**src/hdl/potqt_pkg.sv**
```systemverilog
// Shared types and constants for the periodic and queued one-shot timer.
// Holds the command codes, the decoded request type and ring index helpers.
// No dependencies.
package potqt_pkg;

  localparam int AMOUNT_W    = 32;
  localparam int DELAY_W     = 16;
  localparam int PEND_W      = 3;
  localparam int TAG_BITS    = 8;
  localparam int RING_SLOTS  = 8;
  localparam int RING_IDX_W  = $clog2(RING_SLOTS);
  localparam int QUEUE_DEPTH = 4;
  localparam int QUEUE_IDX_W = $clog2(QUEUE_DEPTH);
  localparam int QUEUE_CNT_W = QUEUE_IDX_W + 1;

  localparam logic [RING_IDX_W-1:0] RING_LAST = RING_IDX_W'(RING_SLOTS - 1);
  localparam logic [QUEUE_IDX_W-1:0] QUEUE_LAST = QUEUE_IDX_W'(QUEUE_DEPTH - 1);
  localparam logic [QUEUE_CNT_W-1:0] QUEUE_FULL = QUEUE_CNT_W'(QUEUE_DEPTH);

  typedef enum logic [1:0] {
    CMD_TICK    = 2'd0,
    CMD_START   = 2'd1,
    CMD_SET     = 2'd2,
    CMD_REQUEST = 2'd3
  } cmd_e;

  // Decoded request as it travels from the front end to the execution side
  typedef struct packed {
    cmd_e                  cmd;
    logic [AMOUNT_W-1:0]   amount;
    logic [DELAY_W-1:0]    limit;
    logic [TAG_BITS-1:0]   tag;
  } item_t;

  // Queue status seen by the front end and the back end
  typedef struct packed {
    logic  full;
    logic  nonempty;
  } queue_stat_t;

  function automatic logic [RING_IDX_W-1:0] ring_next(input logic [RING_IDX_W-1:0] idx);
    logic [RING_IDX_W-1:0] nxt;
    if (idx == RING_LAST) begin
      nxt = '0;
    end else begin
      nxt = idx + RING_IDX_W'(1);
    end
    return nxt;
  endfunction

  function automatic logic [RING_IDX_W-1:0] ring_pending(
      input logic [RING_IDX_W-1:0] head,
      input logic [RING_IDX_W-1:0] tail);
    logic [RING_IDX_W:0] diff;
    if (tail >= head) begin
      diff = {1'b0, tail} - {1'b0, head};
    end else begin
      diff = {1'b0, tail} + (RING_IDX_W + 1)'(RING_SLOTS) - {1'b0, head};
    end
    return diff[RING_IDX_W-1:0];
  endfunction

endpackage

```
**src/hdl/periodic_and_queued_oneshot_timer_unit.sv**
```systemverilog
// Periodic and queued one-shot timer, top level.
// Instantiates potqt_front, potqt_queue and potqt_back; uses potqt_pkg.
//
// Usage:
//   Requests enter on in_valid_i / in_stall_o with command_i, amount_i and
//   tag_i. Command 0 is a timer tick, 1 starts the periodic timer, 2 sets
//   its period, 3 asks for a one-shot. Every request gives exactly one
//   result on out_valid_o / out_stall_i, in request order.
//   A request passes through the decode register and the queue into the
//   execute stage, which registers its result.
//   Throughput: one request per cycle while in_stall_o is low; every command,
//   ticks included, is done in a single pass of the execute stage.
//   A four-entry queue sits between decode and execute. When the receiver
//   stalls, the result is held, execute stops taking requests, the queue
//   fills and in_stall_o rises once the queue is full with a request still
//   staged in decode.
//   Reset clears both timers, the pending ring pointers and all valids;
//   the ring contents are not cleared and no clearing pass is needed.
module periodic_and_queued_oneshot_timer_unit import potqt_pkg::*; (
  input  logic                 clk_i,
  input  logic                 rst_ni,
  input  logic                 in_valid_i,
  output logic                 in_stall_o,
  input  logic [1:0]           command_i,
  input  logic [AMOUNT_W-1:0]  amount_i,
  input  logic [TAG_BITS-1:0]  tag_i,
  output logic                 out_valid_o,
  input  logic                 out_stall_i,
  output logic                 periodic_fired_o,
  output logic                 oneshot_fired_o,
  output logic [TAG_BITS-1:0]  fired_tag_o,
  output logic                 request_dropped_o,
  output logic                 oneshot_busy_o,
  output logic [PEND_W-1:0]    pending_count_o
);

  queue_stat_t q_stat;
  logic        push, pop;
  item_t       push_item, pop_item;

  potqt_front u_front (
    .clk_i      (clk_i),
    .rst_ni     (rst_ni),
    .in_valid_i (in_valid_i),
    .in_stall_o (in_stall_o),
    .command_i  (command_i),
    .amount_i   (amount_i),
    .tag_i      (tag_i),
    .q_stat_i   (q_stat),
    .push_o     (push),
    .item_o     (push_item)
  );

  potqt_queue u_queue (
    .clk_i       (clk_i),
    .rst_ni      (rst_ni),
    .push_i      (push),
    .push_item_i (push_item),
    .pop_i       (pop),
    .pop_item_o  (pop_item),
    .stat_o      (q_stat)
  );

  potqt_back u_back (
    .clk_i             (clk_i),
    .rst_ni            (rst_ni),
    .q_stat_i          (q_stat),
    .item_i            (pop_item),
    .pop_o             (pop),
    .out_valid_o       (out_valid_o),
    .out_stall_i       (out_stall_i),
    .periodic_fired_o  (periodic_fired_o),
    .oneshot_fired_o   (oneshot_fired_o),
    .fired_tag_o       (fired_tag_o),
    .request_dropped_o (request_dropped_o),
    .oneshot_busy_o    (oneshot_busy_o),
    .pending_count_o   (pending_count_o)
  );

endmodule

```
**src/hdl/potqt_front.sv**
```systemverilog
// Front end of the timer: takes requests, decodes the command and
// precomputes the one-shot limit. Depends on potqt_pkg.
module potqt_front import potqt_pkg::*; (
  input  logic                 clk_i,
  input  logic                 rst_ni,
  input  logic                 in_valid_i,
  output logic                 in_stall_o,
  input  logic [1:0]           command_i,
  input  logic [AMOUNT_W-1:0]  amount_i,
  input  logic [TAG_BITS-1:0]  tag_i,
  input  queue_stat_t          q_stat_i,
  output logic                 push_o,
  output item_t                item_o
);

  logic  valid_q, valid_d;
  item_t item_q, item_d;
  logic  accept;

  // Stall only while the staged request cannot move into the queue
  assign push_o     = valid_q && !q_stat_i.full;
  assign in_stall_o = valid_q && q_stat_i.full;
  assign accept     = in_valid_i && !in_stall_o;
  assign item_o     = item_q;

  // Decode the incoming request
  always_comb begin
    item_d.cmd    = cmd_e'(command_i);
    item_d.amount = amount_i;
    item_d.limit  = amount_i[DELAY_W-1:0] - DELAY_W'(1);
    item_d.tag    = tag_i;
  end

  // Advance or drain the staging register
  always_comb begin
    valid_d = valid_q;
    if (accept) begin
      valid_d = 1'b1;
    end else if (push_o) begin
      valid_d = 1'b0;
    end
  end

  always_ff @(posedge clk_i or negedge rst_ni) begin
    if (!rst_ni) begin
      valid_q <= 1'b0;
    end else begin
      valid_q <= valid_d;
    end
  end

  always_ff @(posedge clk_i) begin
    if (accept) begin
      item_q <= item_d;
    end
  end

endmodule

```
**src/hdl/potqt_queue.sv**
```systemverilog
// Short request queue between the front end and the timer back end.
// Depends on potqt_pkg.
module potqt_queue import potqt_pkg::*; (
  input  logic        clk_i,
  input  logic        rst_ni,
  input  logic        push_i,
  input  item_t       push_item_i,
  input  logic        pop_i,
  output item_t       pop_item_o,
  output queue_stat_t stat_o
);

  item_t                  slots_q [QUEUE_DEPTH];
  logic [QUEUE_IDX_W-1:0] rd_q, rd_d, wr_q, wr_d;
  logic [QUEUE_CNT_W-1:0] cnt_q, cnt_d;

  assign stat_o.full     = (cnt_q == QUEUE_FULL);
  assign stat_o.nonempty = (cnt_q != '0);
  assign pop_item_o      = slots_q[rd_q];

  // Advance pointers and occupancy
  always_comb begin
    rd_d  = rd_q;
    wr_d  = wr_q;
    cnt_d = cnt_q;
    if (push_i) begin
      wr_d = (wr_q == QUEUE_LAST) ? '0 : wr_q + QUEUE_IDX_W'(1);
    end
    if (pop_i) begin
      rd_d = (rd_q == QUEUE_LAST) ? '0 : rd_q + QUEUE_IDX_W'(1);
    end
    if (push_i && !pop_i) begin
      cnt_d = cnt_q + QUEUE_CNT_W'(1);
    end else if (pop_i && !push_i) begin
      cnt_d = cnt_q - QUEUE_CNT_W'(1);
    end
  end

  always_ff @(posedge clk_i or negedge rst_ni) begin
    if (!rst_ni) begin
      rd_q  <= '0;
      wr_q  <= '0;
      cnt_q <= '0;
    end else begin
      rd_q  <= rd_d;
      wr_q  <= wr_d;
      cnt_q <= cnt_d;
    end
  end

  // Store the pushed request
  always_ff @(posedge clk_i) begin
    if (push_i) begin
      slots_q[wr_q] <= push_item_i;
    end
  end

endmodule

```
**src/hdl/potqt_back.sv**
```systemverilog
// Back end of the timer: periodic counter, one-shot counter, pending ring
// and the result register. Depends on potqt_pkg.
module potqt_back import potqt_pkg::*; (
  input  logic                 clk_i,
  input  logic                 rst_ni,
  input  queue_stat_t          q_stat_i,
  input  item_t                item_i,
  output logic                 pop_o,
  output logic                 out_valid_o,
  input  logic                 out_stall_i,
  output logic                 periodic_fired_o,
  output logic                 oneshot_fired_o,
  output logic [TAG_BITS-1:0]  fired_tag_o,
  output logic                 request_dropped_o,
  output logic                 oneshot_busy_o,
  output logic [PEND_W-1:0]    pending_count_o
);

  // Timer state
  logic [AMOUNT_W-1:0]   p_count_q, p_count_d;
  logic [AMOUNT_W-1:0]   p_reload_q, p_reload_d;
  logic                  p_on_q, p_on_d;
  logic [DELAY_W-1:0]    os_count_q, os_count_d;
  logic [DELAY_W-1:0]    os_limit_q, os_limit_d;
  logic                  os_active_q, os_active_d;
  logic [TAG_BITS-1:0]   cur_tag_q, cur_tag_d;
  logic [RING_IDX_W-1:0] head_q, head_d, tail_q, tail_d;

  // Pending ring storage
  logic [DELAY_W-1:0]    ring_limit_q [RING_SLOTS];
  logic [TAG_BITS-1:0]   ring_tag_q   [RING_SLOTS];
  logic                  ring_wr;

  // Result register
  logic                  out_valid_q, out_valid_d;
  logic                  pf_q, pf_d;
  logic                  of_q, of_d;
  logic [TAG_BITS-1:0]   ftag_q, ftag_d;
  logic                  drop_q, drop_d;
  logic                  busy_q;
  logic [PEND_W-1:0]     pend_q, pend_d;

  // Take the next request whenever the result register is free or draining
  assign pop_o = q_stat_i.nonempty && (!out_valid_q || !out_stall_i);

  // Execute one request
  always_comb begin
    p_count_d   = p_count_q;
    p_reload_d  = p_reload_q;
    p_on_d      = p_on_q;
    os_count_d  = os_count_q;
    os_limit_d  = os_limit_q;
    os_active_d = os_active_q;
    cur_tag_d   = cur_tag_q;
    head_d      = head_q;
    tail_d      = tail_q;
    ring_wr     = 1'b0;
    pf_d        = 1'b0;
    of_d        = 1'b0;
    ftag_d      = '0;
    drop_d      = 1'b0;
    case (item_i.cmd)
      CMD_TICK: begin
        if (p_on_q && (p_reload_q != '0)) begin
          if (p_count_q >= p_reload_q) begin
            p_count_d = '0;
            pf_d      = 1'b1;
          end else begin
            p_count_d = p_count_q + AMOUNT_W'(1);
          end
        end
        if (os_active_q) begin
          if (os_count_q >= os_limit_q) begin
            of_d        = 1'b1;
            ftag_d      = cur_tag_q;
            os_active_d = 1'b0;
            cur_tag_d   = '0;
            // Start the oldest waiting one-shot at once
            if (head_q != tail_q) begin
              os_limit_d  = ring_limit_q[head_q];
              cur_tag_d   = ring_tag_q[head_q];
              os_count_d  = '0;
              os_active_d = 1'b1;
              head_d      = ring_next(head_q);
            end
          end else begin
            os_count_d = os_count_q + DELAY_W'(1);
          end
        end
      end
      CMD_START: begin
        p_reload_d = item_i.amount;
        p_count_d  = '0;
        p_on_d     = 1'b1;
      end
      CMD_SET: begin
        p_reload_d = item_i.amount;
        p_count_d  = '0;
      end
      CMD_REQUEST: begin
        if (!os_active_q) begin
          os_limit_d  = item_i.limit;
          os_count_d  = '0;
          os_active_d = 1'b1;
          cur_tag_d   = item_i.tag;
        end else if (ring_next(tail_q) == head_q) begin
          drop_d = 1'b1;
        end else begin
          ring_wr = 1'b1;
          tail_d  = ring_next(tail_q);
        end
      end
      default: begin
      end
    endcase
    pend_d = PEND_W'(ring_pending(head_d, tail_d));
  end

  // Hold the result until it is taken
  always_comb begin
    out_valid_d = out_valid_q;
    if (pop_o) begin
      out_valid_d = 1'b1;
    end else if (!out_stall_i) begin
      out_valid_d = 1'b0;
    end
  end

  always_ff @(posedge clk_i or negedge rst_ni) begin
    if (!rst_ni) begin
      p_count_q   <= '0;
      p_reload_q  <= '0;
      p_on_q      <= 1'b0;
      os_count_q  <= '0;
      os_limit_q  <= '0;
      os_active_q <= 1'b0;
      cur_tag_q   <= '0;
      head_q      <= '0;
      tail_q      <= '0;
      out_valid_q <= 1'b0;
    end else begin
      out_valid_q <= out_valid_d;
      if (pop_o) begin
        p_count_q   <= p_count_d;
        p_reload_q  <= p_reload_d;
        p_on_q      <= p_on_d;
        os_count_q  <= os_count_d;
        os_limit_q  <= os_limit_d;
        os_active_q <= os_active_d;
        cur_tag_q   <= cur_tag_d;
        head_q      <= head_d;
        tail_q      <= tail_d;
      end
    end
  end

  // Write a waiting one-shot into the ring
  always_ff @(posedge clk_i) begin
    if (pop_o && ring_wr) begin
      ring_limit_q[tail_q] <= item_i.limit;
      ring_tag_q[tail_q]   <= item_i.tag;
    end
  end

  // Load the result payload
  always_ff @(posedge clk_i) begin
    if (pop_o) begin
      pf_q   <= pf_d;
      of_q   <= of_d;
      ftag_q <= ftag_d;
      drop_q <= drop_d;
      busy_q <= os_active_d;
      pend_q <= pend_d;
    end
  end

  assign out_valid_o       = out_valid_q;
  assign periodic_fired_o  = pf_q;
  assign oneshot_fired_o   = of_q;
  assign fired_tag_o       = ftag_q;
  assign request_dropped_o = drop_q;
  assign oneshot_busy_o    = busy_q;
  assign pending_count_o   = pend_q;

endmodule

```
**config.mk**
```make
export PLATFORM = sky130hd
export DESIGN_NAME = periodic_and_queued_oneshot_timer_unit
export DESIGN_NICKNAME = d
export VERILOG_FILES = /design/src/hdl/potqt_pkg.sv /design/src/hdl/periodic_and_queued_oneshot_timer_unit.sv /design/src/hdl/potqt_front.sv /design/src/hdl/potqt_queue.sv /design/src/hdl/potqt_back.sv
export SDC_FILE = /design/constraint.sdc
export NUM_CORES = 1
export LEC_CHECK = 0
export BUFFER_PORTS_ARGS = -buffer_cell sky130_fd_sc_hd__buf_4
export CAP_MARGIN = 20
export CORE_ASPECT_RATIO = 1.4
export CORE_UTILIZATION = 35
export CTS_CLUSTER_SIZE = 12
export DETAILED_ROUTE_END_ITERATION = 6
export PLACE_DENSITY_LB_ADDON = 0.1
export SYNTH_ARGS = -nofsm -noshare
export SYNTH_HDL_FRONTEND = slang
export SYNTH_SLANG_ARGS = --single-unit
```
**constraint.sdc**
```tcl
create_clock -name clk_i -period 5.75 [get_ports clk_i]
set_input_delay 0.8625 -clock clk_i [delete_from_list [all_inputs] [get_ports clk_i]]
set_output_delay 0.8625 -clock clk_i [all_outputs]
set_load 0.005 [all_outputs]
```
==> impl_metrics.toml, run 1 <==
[synthesis]
syn_inst = 1511
synth.net_count = 1624
synth-edff-count = 497
synth_warnings = 0
avgSynthCellArea_um2 = 16.8
synth_cell_types = 59
ys_seq_elements = 618
synthArstFlopShare_pct = 19.6
netlist_area_um2 = 25400
ys_seq_area_share_pct = 70.7
yosysTopAreaCell = "edfxtp_1"
ys.flop_type = "edfxtp_1"
synth_top_area_share_pct = 58.8
yosys-top-cells-area = "edfxtp_1, dfrtp_1, mux4_2"

[placement]
gp_congestion = 0.732
port_buffers = 62
dp_hpwl_um = 34200

[drt]
ant_nets = 0
drc = 0
post_drt_wl_per_cell_um = 21.0
route.vias.total = 12995
viasPerCell = 5.00
drt_wl_total_um = 54700
firstDrtPassIters = 5
drt_iter0_drc = 734

[power]
p_int_w = 0.00989
combinationalPowerShare_pct = 25.2
power_per_cell_area_nw_per_um2 = 488
vdd_ir_drop_max_v = 0.000237
power_w = 0.0143
p_switching_w = 0.00436
swShare_pct = 30.6
p_leak_nw = 10.2
seqPwrFrac_pct = 45.4
clockPowerShare_pct = 29.4

[clock_network]
cts_root_buffer = "clkbuf_16"
clockBufferDepth = 3
tritoncts = "done"
clock_latency_ns = 0.61
cts_inserted_buffers = 67
post_cts_resized = 0
postCtsHoldBufs = 0
cts_sinks = 618
clk_pin_slew_worst_paths_ns = 0.06
htreeDepth = 3
post_cts.repair.setup_buffers = 0

[floorplan]
rows = 116
start_util_pct = 35.4
core_area_um2 = 71700
dieArea_um2 = 73700
die_y_um = 321
ioPinCount = 63
die_w_um = 230

[timing]
fin_crit_ns = 4.29
rsz0062_at_grt = "no"
setup_viol = 0
slew_viol_final = 0
post-route-period-util_pct = 74.6
worst_pin_slew_ns = 0.992
skew_ns = 0.0282
slew_headroom_pct = 33.7
fmax_mhz = 233
hold_violations = 0
setup_tns_ns = 0

[finish]
diodes = 0
syn_to_final_growth_pct = 14.9
nFillCells = 6626
layout-drive-gt1-share_pct = 20.5
nNetsFinal = 1717

[critical_path]
cp.arrival_ns = 4.63
worstSetupEndpointType = "flip-flop"
cp-start-kind = "flip-flop"
crit_fanout = 30
critPathKind = "reg2reg"
required_ns = 6.09

[global_route]
antenna_found_initial = 0
grt_pass1_vias = 14189
grt_pass1_wl_um = 85200
grt_max_degree = 90
gr-usage-all-layers_pct = 15.4
grt_overflow = 0

[run_status]
status = "finished, final reports clean"

[min_path]
hold_path.class = "in2async"

[flow_run]
maxCapViolCount = 0
[final cells by class]
type / count / area, um^2 / area share [%]
Clock buffer: 97 / 1880 / 6.45
Sequential cell: 618 / 18000 / 61.6
Tap cell: 944 / 1180 / 4.05
Multi-Input combinational cell: 760 / 6990 / 24.0
Timing Repair Buffer: 87 / 664 / 2.28
Inverter: 70 / 263 / 0.901
Clock inverter: 21 / 231 / 0.793
[kinds of logic after synthesis]
group / synth area share, %
buffers and inverters: 2.03
DFF: 70.7
xor gates and xnor gates: 1.48
AOI/OAI and AO/OA: 3.81
muxes: 12.4
and+or+nand+nor: 6.25
adders and majority gates: 3.36
[critical path: stages, from the launching register on]
cell      delay [ns]
dfrtp_4         0.85
mux4_2          0.62
inv_1           0.08
ha_1            0.41
nand2_1         0.15
nor2_1          0.16
nand4_1         0.11
o211ai_1        0.33
and2_1          0.31
mux2_1          0.35
ha_1            0.18
inv_1           0.07
fa_1            0.40
[metrics by stage]
step | setup slack [ns] | hold slack (ns) | instances | cell area [um^2] | utilization, %
finish | 1.46 | 0.329 | 2597 | 29200 | 40.7
global route | 1.06 | 0.393 | 2597 | 29200 | 40.7
CTS | 1.38 | 0.369 | 2596 | 29200 | 40.7
detailed placement | 1.38 | 0.444 | 2478 | 27000 | 37.7
global placement | 1.44 | 0.448 | 2478 | 27000 | 37.7
floorplan | 0.335 | 0.428 | 1511 | 25400 | -
[cell usage in the layout (no fill, tap or decap), types with 4 or more instances in the layout]
| cell | synthesis | layout |
|---|---|---|
| mux2_2 | 37 | 37 |
| dfrtp_1 | 121 | 117 |
| o21ai_1 | 33 | 33 |
| a21o_1 | 8 | 8 |
| inv_1 | 69 | 69 |
| mux2_1 | 5 | 5 |
| o211ai_1 | 7 | 7 |
| nand2_1 | 65 | 65 |
| bufinv_16 | 0 | 4 |
| or4_1 | 11 | 11 |
| or3_1 | 6 | 6 |
| o21ai_0 | 12 | 12 |
| mux2i_1 | 29 | 29 |
| and2_2 | 0 | 4 |
| nand4_1 | 27 | 27 |
| edfxtp_1 | 497 | 497 |
| mux4_2 | 106 | 106 |
| xnor2_1 | 21 | 21 |
| a21oi_1 | 65 | 65 |
| clkbuf_1 | 42 | 24 |
| clkinv_1 | 0 | 11 |
| nor4_1 | 22 | 21 |
| nor2_1 | 78 | 77 |
| nand3_1 | 24 | 24 |
| nand2b_1 | 6 | 6 |
| a31oi_1 | 4 | 4 |
| ha_1 | 65 | 64 |
| and3_1 | 12 | 12 |
| clkbuf_16 | 0 | 70 |
| and2_1 | 21 | 17 |
| buf_4 | 0 | 85 |
| nor3_1 | 19 | 17 |
| xor2_1 | 22 | 22 |
| o31ai_1 | 13 | 13 |
[cell usage after synthesis, types with 19 or more instances]
cell and n:
a21oi_1 65, nand4_1 27, clkbuf_1 42, ha_1 65
xor2_1 22, mux2_2 37, mux4_2 106, nor2_1 78
nand2_1 65, inv_1 69, dfrtp_1 121, mux2i_1 29
and2_1 21, xnor2_1 21, o21ai_1 33, nor4_1 22
nor3_1 19, edfxtp_1 497, nand3_1 24
[sequential cells by signal, summed over array words and instances (netlist names), 2 cells and up]
name and count:
u_back.cur_tag_q 8, u_back.os_limit_q 16, u_front.item_o 58, u_back.ring_limit_q 128, u_back.p_reload_q 32, u_queue.slots_q 232, u_queue.wr_q 2, u_queue.rd_q 2
u_back.pending_count_o 3, u_back.head_q 3, u_back.fired_tag_o 8, u_back.p_count_q 32, u_back.tail_q 3, u_back.os_count_q 16, u_back.ring_tag_q 64, u_queue.cnt_q 3
[routing by layer]
| layer | GRT usage [%] | part of all wire, % |
|---|---|---|
| met5 | 0 | 0 |
| met3 | 2.46 | 3.0 |
| met1 | 17.6 | 40 |
| met4 | 4.96 | 1.9 |
| met2 | 28.9 | 55 |
[path summary, 6_finish.rpt]
| path | slack (ns) | depth (start not counted) | from | to |
|---|---|---|---|---|
| worst max-delay path | 1.46 | 12 | u_queue.rd_q[0] | u_back.pending_count_o[1] |
| worst min-delay path | 0.33 | 1 | rst_ni | u_back.os_limit_q[9] |
| worst max register to register | 1.46 | 12 | u_queue.rd_q[0] | u_back.pending_count_o[1] |
| worst min register to register | 0.46 | 1 | u_back.p_on_q | u_back.p_on_q |
| max in group asynchronous | 4.25 | 2 | rst_ni | u_queue.rd_q[0] |
| min in group clk_i | 0.42 | 1 | amount_i[16] | u_front.item_o[40] |
[power groups by stage]
stage          combinational, W  sequential [W]  clock, W
2_1_floorplan           0.00264         0.00636         0
3_3_place_gp            0.00363         0.00655         0
3_5_place_dp            0.00368         0.00659         0
4_1_cts                 0.00369         0.00650   0.00434
5_1_grt                 0.00403         0.00658   0.00450
6_report                0.00359         0.00647   0.00418
Note: power is estimated with default switching activity, not from simulation.
==> run 2: changes to the inputs <==
==> constraint.sdc (replaced) <==
create_clock -name clk_i -period 3.73 [get_ports clk_i]
set_input_delay 0.5595 -clock clk_i [delete_from_list [all_inputs] [get_ports clk_i]]
set_output_delay 0.5595 -clock clk_i [all_outputs]
set_load 0.005 [all_outputs]
==> impl_metrics.toml, run 2 (same netlist as run 1, synthesis figures left out) <==
[critical_path]
critPathSlowestCell = "mux4_2"
critPathKind = "reg2reg"
crit_fanout = 4
path_delay_family = "adder cells"
required_ns = 4.08
worstSetupEndpointType = "flip-flop"
crit_chain = "mux4_2 -> inv_1 -> ha_1 -> nand2_1 -> nor2_1 -> nand4_1 -> o211ai_1 -> and2_1 -> mux2_1 -> ha_1 -> inv_1 -> fa_1 -> xnor2_1 -> xnor2_1"
cpPeakStageDelay_ns = 0.54
cp-start-kind = "flip-flop"
crit_buf_inv = 2
cp.arrival_ns = 3.73

[clock_network]
cts_root_buffer = "clkbuf_16"
clockBufferDepth = 3
cts_sinks = 618
postCtsHoldBufs = 0
post_cts.repair.setup_buffers = 0
post_cts_resized = 0
clock_latency_ns = 0.61
clk_pin_slew_worst_paths_ns = 0.06
tritoncts = "done"
cts_inserted_buffers = 67
htreeDepth = 3

[drt]
drc = 0
wl_met2_um = 29200
drt_iter0_drc = 668
viasPerCell = 4.97
drt_wl_total_um = 53900
top_layer_used = "met4"
ant_nets = 0
route.met3.wl_um = 1480
route.vias.total = 13029
wl_met1_um = 22100
firstDrtPassIters = 5
post_drt_wl_per_cell_um = 20.6

[power]
p_int_w = 0.0155
clockPowerShare_pct = 29.7
power_per_cell_area_nw_per_um2 = 755
seqPwrFrac_pct = 44.3
power_w = 0.0222
vdd_ir_drop_max_v = 0.000419
p_switching_w = 0.00679
swShare_pct = 30.5
p_leak_nw = 10.4
combinationalPowerShare_pct = 26.0

[timing]
skew_ns = 0.0250
whs_ns = -0.0334
fmax_mhz = 296
rsz0062_at_grt = "no"
hold_violations = 9
slew_headroom_pct = 36.8
worst_slack_ns = 0.351
worst_pin_slew_ns = 0.948
post-route-period-util_pct = 90.6
slew_viol_final = 0
setup_viol = 0
fin_crit_ns = 3.38

[flow_run]
maxCapViolCount = 0

[min_path]
hold_path.class = "in2async"

[global_route]
grt_pass1_vias = 13918
gr-usage-all-layers_pct = 15.1
grt_pass1_wl_um = 83900
antenna_found_initial = 0
grt_overflow = 0
grt_max_degree = 83

[finish]
diodes = 0
final_cells = 2619
mostFrequentLayoutCell = "edfxtp_1"
nNetsFinal = 1734
largest_registers = "u_queue.slots_q (232), u_back.ring_limit_q (128), u_back.ring_tag_q (64)"
most-common-layout-cells = "edfxtp_1, dfrtp_1, mux4_2, buf_4, nor2_1"
nFillCells = 6527
layout-drive-gt1-share_pct = 21.7
top_register = "u_queue.slots_q"
largest_reg_flops = 232
syn_to_final_growth_pct = 16.0

[placement]
gp_congestion = 0.760
dp.cells = 2496
port_buffers = 62
dp_hpwl_um = 33700
pre_cts_slack_ns = 0.329

[floorplan]
die_w_um = 230
start_util_pct = 35.4
core_area_um2 = 71700
dieArea_um2 = 73700
ioPinCount = 63
rows = 116
die_y_um = 321

[run_status]
status = "finished with violations"
violations = "negative hold slack"
## run 2: power by group through the flow
stage | Combinational (W) | Clock, W | Sequential, W
5_1_grt | 0.00648 | 0.00710 | 0.00999
2_1_floorplan | 0.00408 | 0 | 0.00979
3_5_place_dp | 0.00595 | 0 | 0.0100
3_3_place_gp | 0.00588 | 0 | 0.00995
4_1_cts | 0.00598 | 0.00682 | 0.00987
6_report | 0.00579 | 0.00661 | 0.00985
## run 2: layout make-up
cell class                 instances  area (um^2)  area share [%]
clock buffer                     104         1920            6.51
clock inverter                    19          263           0.892
inverter                          70          263           0.892
multi-input combinational        760         7020            23.8
sequential                       618        18000            60.9
tap                              944         1180            4.01
timing repair buffer             104          860            2.92
## run 2: through the flow
step | TNS [ns] | instance area (um^2) | utilization, % | hold WS (ns)
after CTS | 0 | 29500 | 41.1 | 0.00229
after global routing | 0 | 29500 | 41.1 | 0.0285
after floorplan | -51.94 | 25400 | - | 0.264
after global placement | 0 | 27300 | 38.1 | 0.449
final | 0 | 29500 | 41.1 | -0.0334
after detailed placement | 0 | 27300 | 38.1 | 0.444
## run 2: per-layer routing
layer	up-vias	global-route usage, %
li1	6084	-
met1	6717	17.6
met5	-	0
met4	0	5.35
met3	67	2.15
met2	161	28.1
## run 2: final timing paths
kind,slack (ns),cells after the start,startpoint,endpoint
hold / removal,-0.03,1,rst_ni,u_back.os_count_q[2]
hold reg to reg,0.46,1,u_back.p_on_q,u_back.p_on_q
max in group asynchronous,2.77,2,rst_ni,u_back.os_limit_q[5]
setup / recovery,0.35,14,u_queue.rd_q[0],u_back.pending_count_o[2]
setup reg to reg,0.35,14,u_queue.rd_q[0],u_back.pending_count_o[2]
min in group clk_i,0.12,1,tag_i[0],u_front.item_o[0]
==> run 3: changes to the inputs <==
--- a/config.mk
+++ b/config.mk
@@ -9,6 +9,7 @@
 export CAP_MARGIN = 20
 export CORE_ASPECT_RATIO = 1.4
 export CORE_UTILIZATION = 35
+export CTS_BUF_LIST = sky130_fd_sc_hd__clkbuf_2
 export CTS_CLUSTER_SIZE = 12
 export DETAILED_ROUTE_END_ITERATION = 6
 export PLACE_DENSITY_LB_ADDON = 0.1
==> impl_metrics.toml, run 3 (same netlist as run 1, synthesis figures left out) <==
[critical_path]
cp.arrival_ns = 4.44
required_ns = 4.72
crit_fanout = 4
cp-start-kind = "flip-flop"
critPathKind = "reg2reg"
worstSetupEndpointType = "flip-flop"

[placement]
dp_hpwl_um = 33700
port_buffers = 62
gp_congestion = 0.760
dp.cells = 2496

[floorplan]
rows = 116
die_y_um = 321
core_area_um2 = 71700
dieArea_um2 = 73700
die_w_um = 230
start_util_pct = 35.4
ioPinCount = 63

[timing]
fin_crit_ns = 3.45
worst_pin_slew_ns = 0.940
setup_viol = 0
fmax_mhz = 290
slew_viol_final = 0
skew_ns = 0.0648
rsz0062_at_grt = "no"
slew_headroom_pct = 37.4
setup_tns_ns = 0
hold_violations = 0
post-route-period-util_pct = 92.5
whs_ns = 0.228

[drt]
drt_wl_total_um = 55800
drt_iter0_drc = 663
route.vias.total = 13980
ant_nets = 0
firstDrtPassIters = 4
viasPerCell = 4.88
drc = 0
post_drt_wl_per_cell_um = 19.5

[global_route]
grt_overflow = 0
grt_pass1_wl_um = 87000
met3_usage_pct = 4.02
met1_usage_pct = 17.5
top_usage_layer = "met2"
use_met2_pct = 28.7
antenna_found_initial = 2
gr-usage-all-layers_pct = 15.7
grt_max_degree = 81
grt_pass1_vias = 15204

[clock_network]
clk_pin_slew_worst_paths_ns = 0.11
htreeDepth = 4
cts_inserted_buffers = 155
clock_latency_ns = 1.27
cts_root_buffer = "clkbuf_2"
tritoncts = "done"
cts_sinks = 618
clockBufferDepth = 3

[finish]
layout-drive-gt1-share_pct = 27.3
fin_util_pct = 41.4
syn_to_final_growth_pct = 16.7
final_cells = 2863
nNetsFinal = 1914
mostFrequentLayoutCell = "edfxtp_1"
top_register = "u_queue.slots_q"
most-common-layout-cells = "edfxtp_1, clkbuf_2, dfrtp_1, mux4_2, buf_4"
largest_reg_flops = 232
largest_registers = "u_queue.slots_q (232), u_back.ring_limit_q (128), u_back.ring_tag_q (64)"

[power]
p_leak_nw = 10.8
vdd_ir_drop_max_v = 0.000426
power_per_cell_area_nw_per_um2 = 685
power_w = 0.0203

[flow_run]
maxCapViolCount = 0

[run_status]
status = "finished, final reports clean"

[min_path]
hold_path.class = "in2reg"
-- run 3: cell types whose count changed in the layout (fill, tap and decap cells not counted), sizes merged, moves of 2 or more --
cell,before,now
bufinv,5,3
dlygate4sd3,0,91
inv,71,74
clkinv,11,33
clkbuf,104,231
-- run 3: critical path, cell delays in order, from the launching register on --
cell,delay (ns)
dfrtp_4,0.46
mux4_2,0.54
inv_1,0.08
ha_1,0.24
nand2_1,0.13
nor2_1,0.16
nand4_1,0.12
o211ai_1,0.17
and2_1,0.26
mux2_1,0.17
ha_1,0.13
inv_1,0.04
fa_1,0.37
xnor2_1,0.19
xnor2_1,0.10
-- run 3: stage by stage --
step | worst slack, ns | cell area, um^2
after detailed placement | 0.329 | 27300
final | 0.279 | 29700
after global routing | 0.0918 | 29700
after floorplan | -0.519 | 25400
after global placement | 0.376 | 27300
after CTS | 0.300 | 29600
-- run 3: cell type report --
| type | count | area, um^2 |
|---|---|---|
| multi-input combinational | 760 | 7020 |
| inverter | 70 | 263 |
| clock buffer | 231 | 1160 |
| timing repair buffer | 196 | 1800 |
| tap | 944 | 1180 |
| sequential | 618 | 18000 |
| clock inverter | 43 | 267 |
| fill | 6672 | 42000 |
| antenna | 1 | 2.50 |
-- run 3: metal layers --
metal | vias to the layer above | routed length, um
li1 | 6535 | -
met1 | 7101 | 22300
met2 | 248 | 30200
met3 | 96 | 2150
met4 | 0 | 1170
met5 | - | 0
-- run 3: path summary, 6_finish.rpt --
path	slack (ns)	from	to	cells after the start
worst max-delay path	0.28	u_queue.rd_q[0]	u_back.pending_count_o[2]	14
worst min-delay path	0.23	amount_i[2]	u_front.item_o[10]	3
min in group asynchronous	0.46	rst_ni	u_back.os_limit_q[6]	4
max in group asynchronous	2.75	rst_ni	u_queue.wr_q[1]	4
worst min register to register	0.48	u_front.item_o[21]	u_queue.slots_q[0][21]	0
worst max register to register	0.28	u_queue.rd_q[0]	u_back.pending_count_o[2]	14
-- run 3: power breakdown --
part	internal (W)	leakage (nW)	switching, W	total [W]
Sequential	0.00926	6.11	0.000566	0.00983
Combinational	0.00233	3.62	0.00355	0.00588
Clock	0.00186	1.09	0.00273	0.00459
Total	0.0135	10.8	0.00685	0.0203
-- run 3: repair_timing --
item	4_1_cts	5_1_grt
gates resized for setup	0	0
setup buffers	0	0
hold buffers	92	0
hold endpoints to repair	249	0
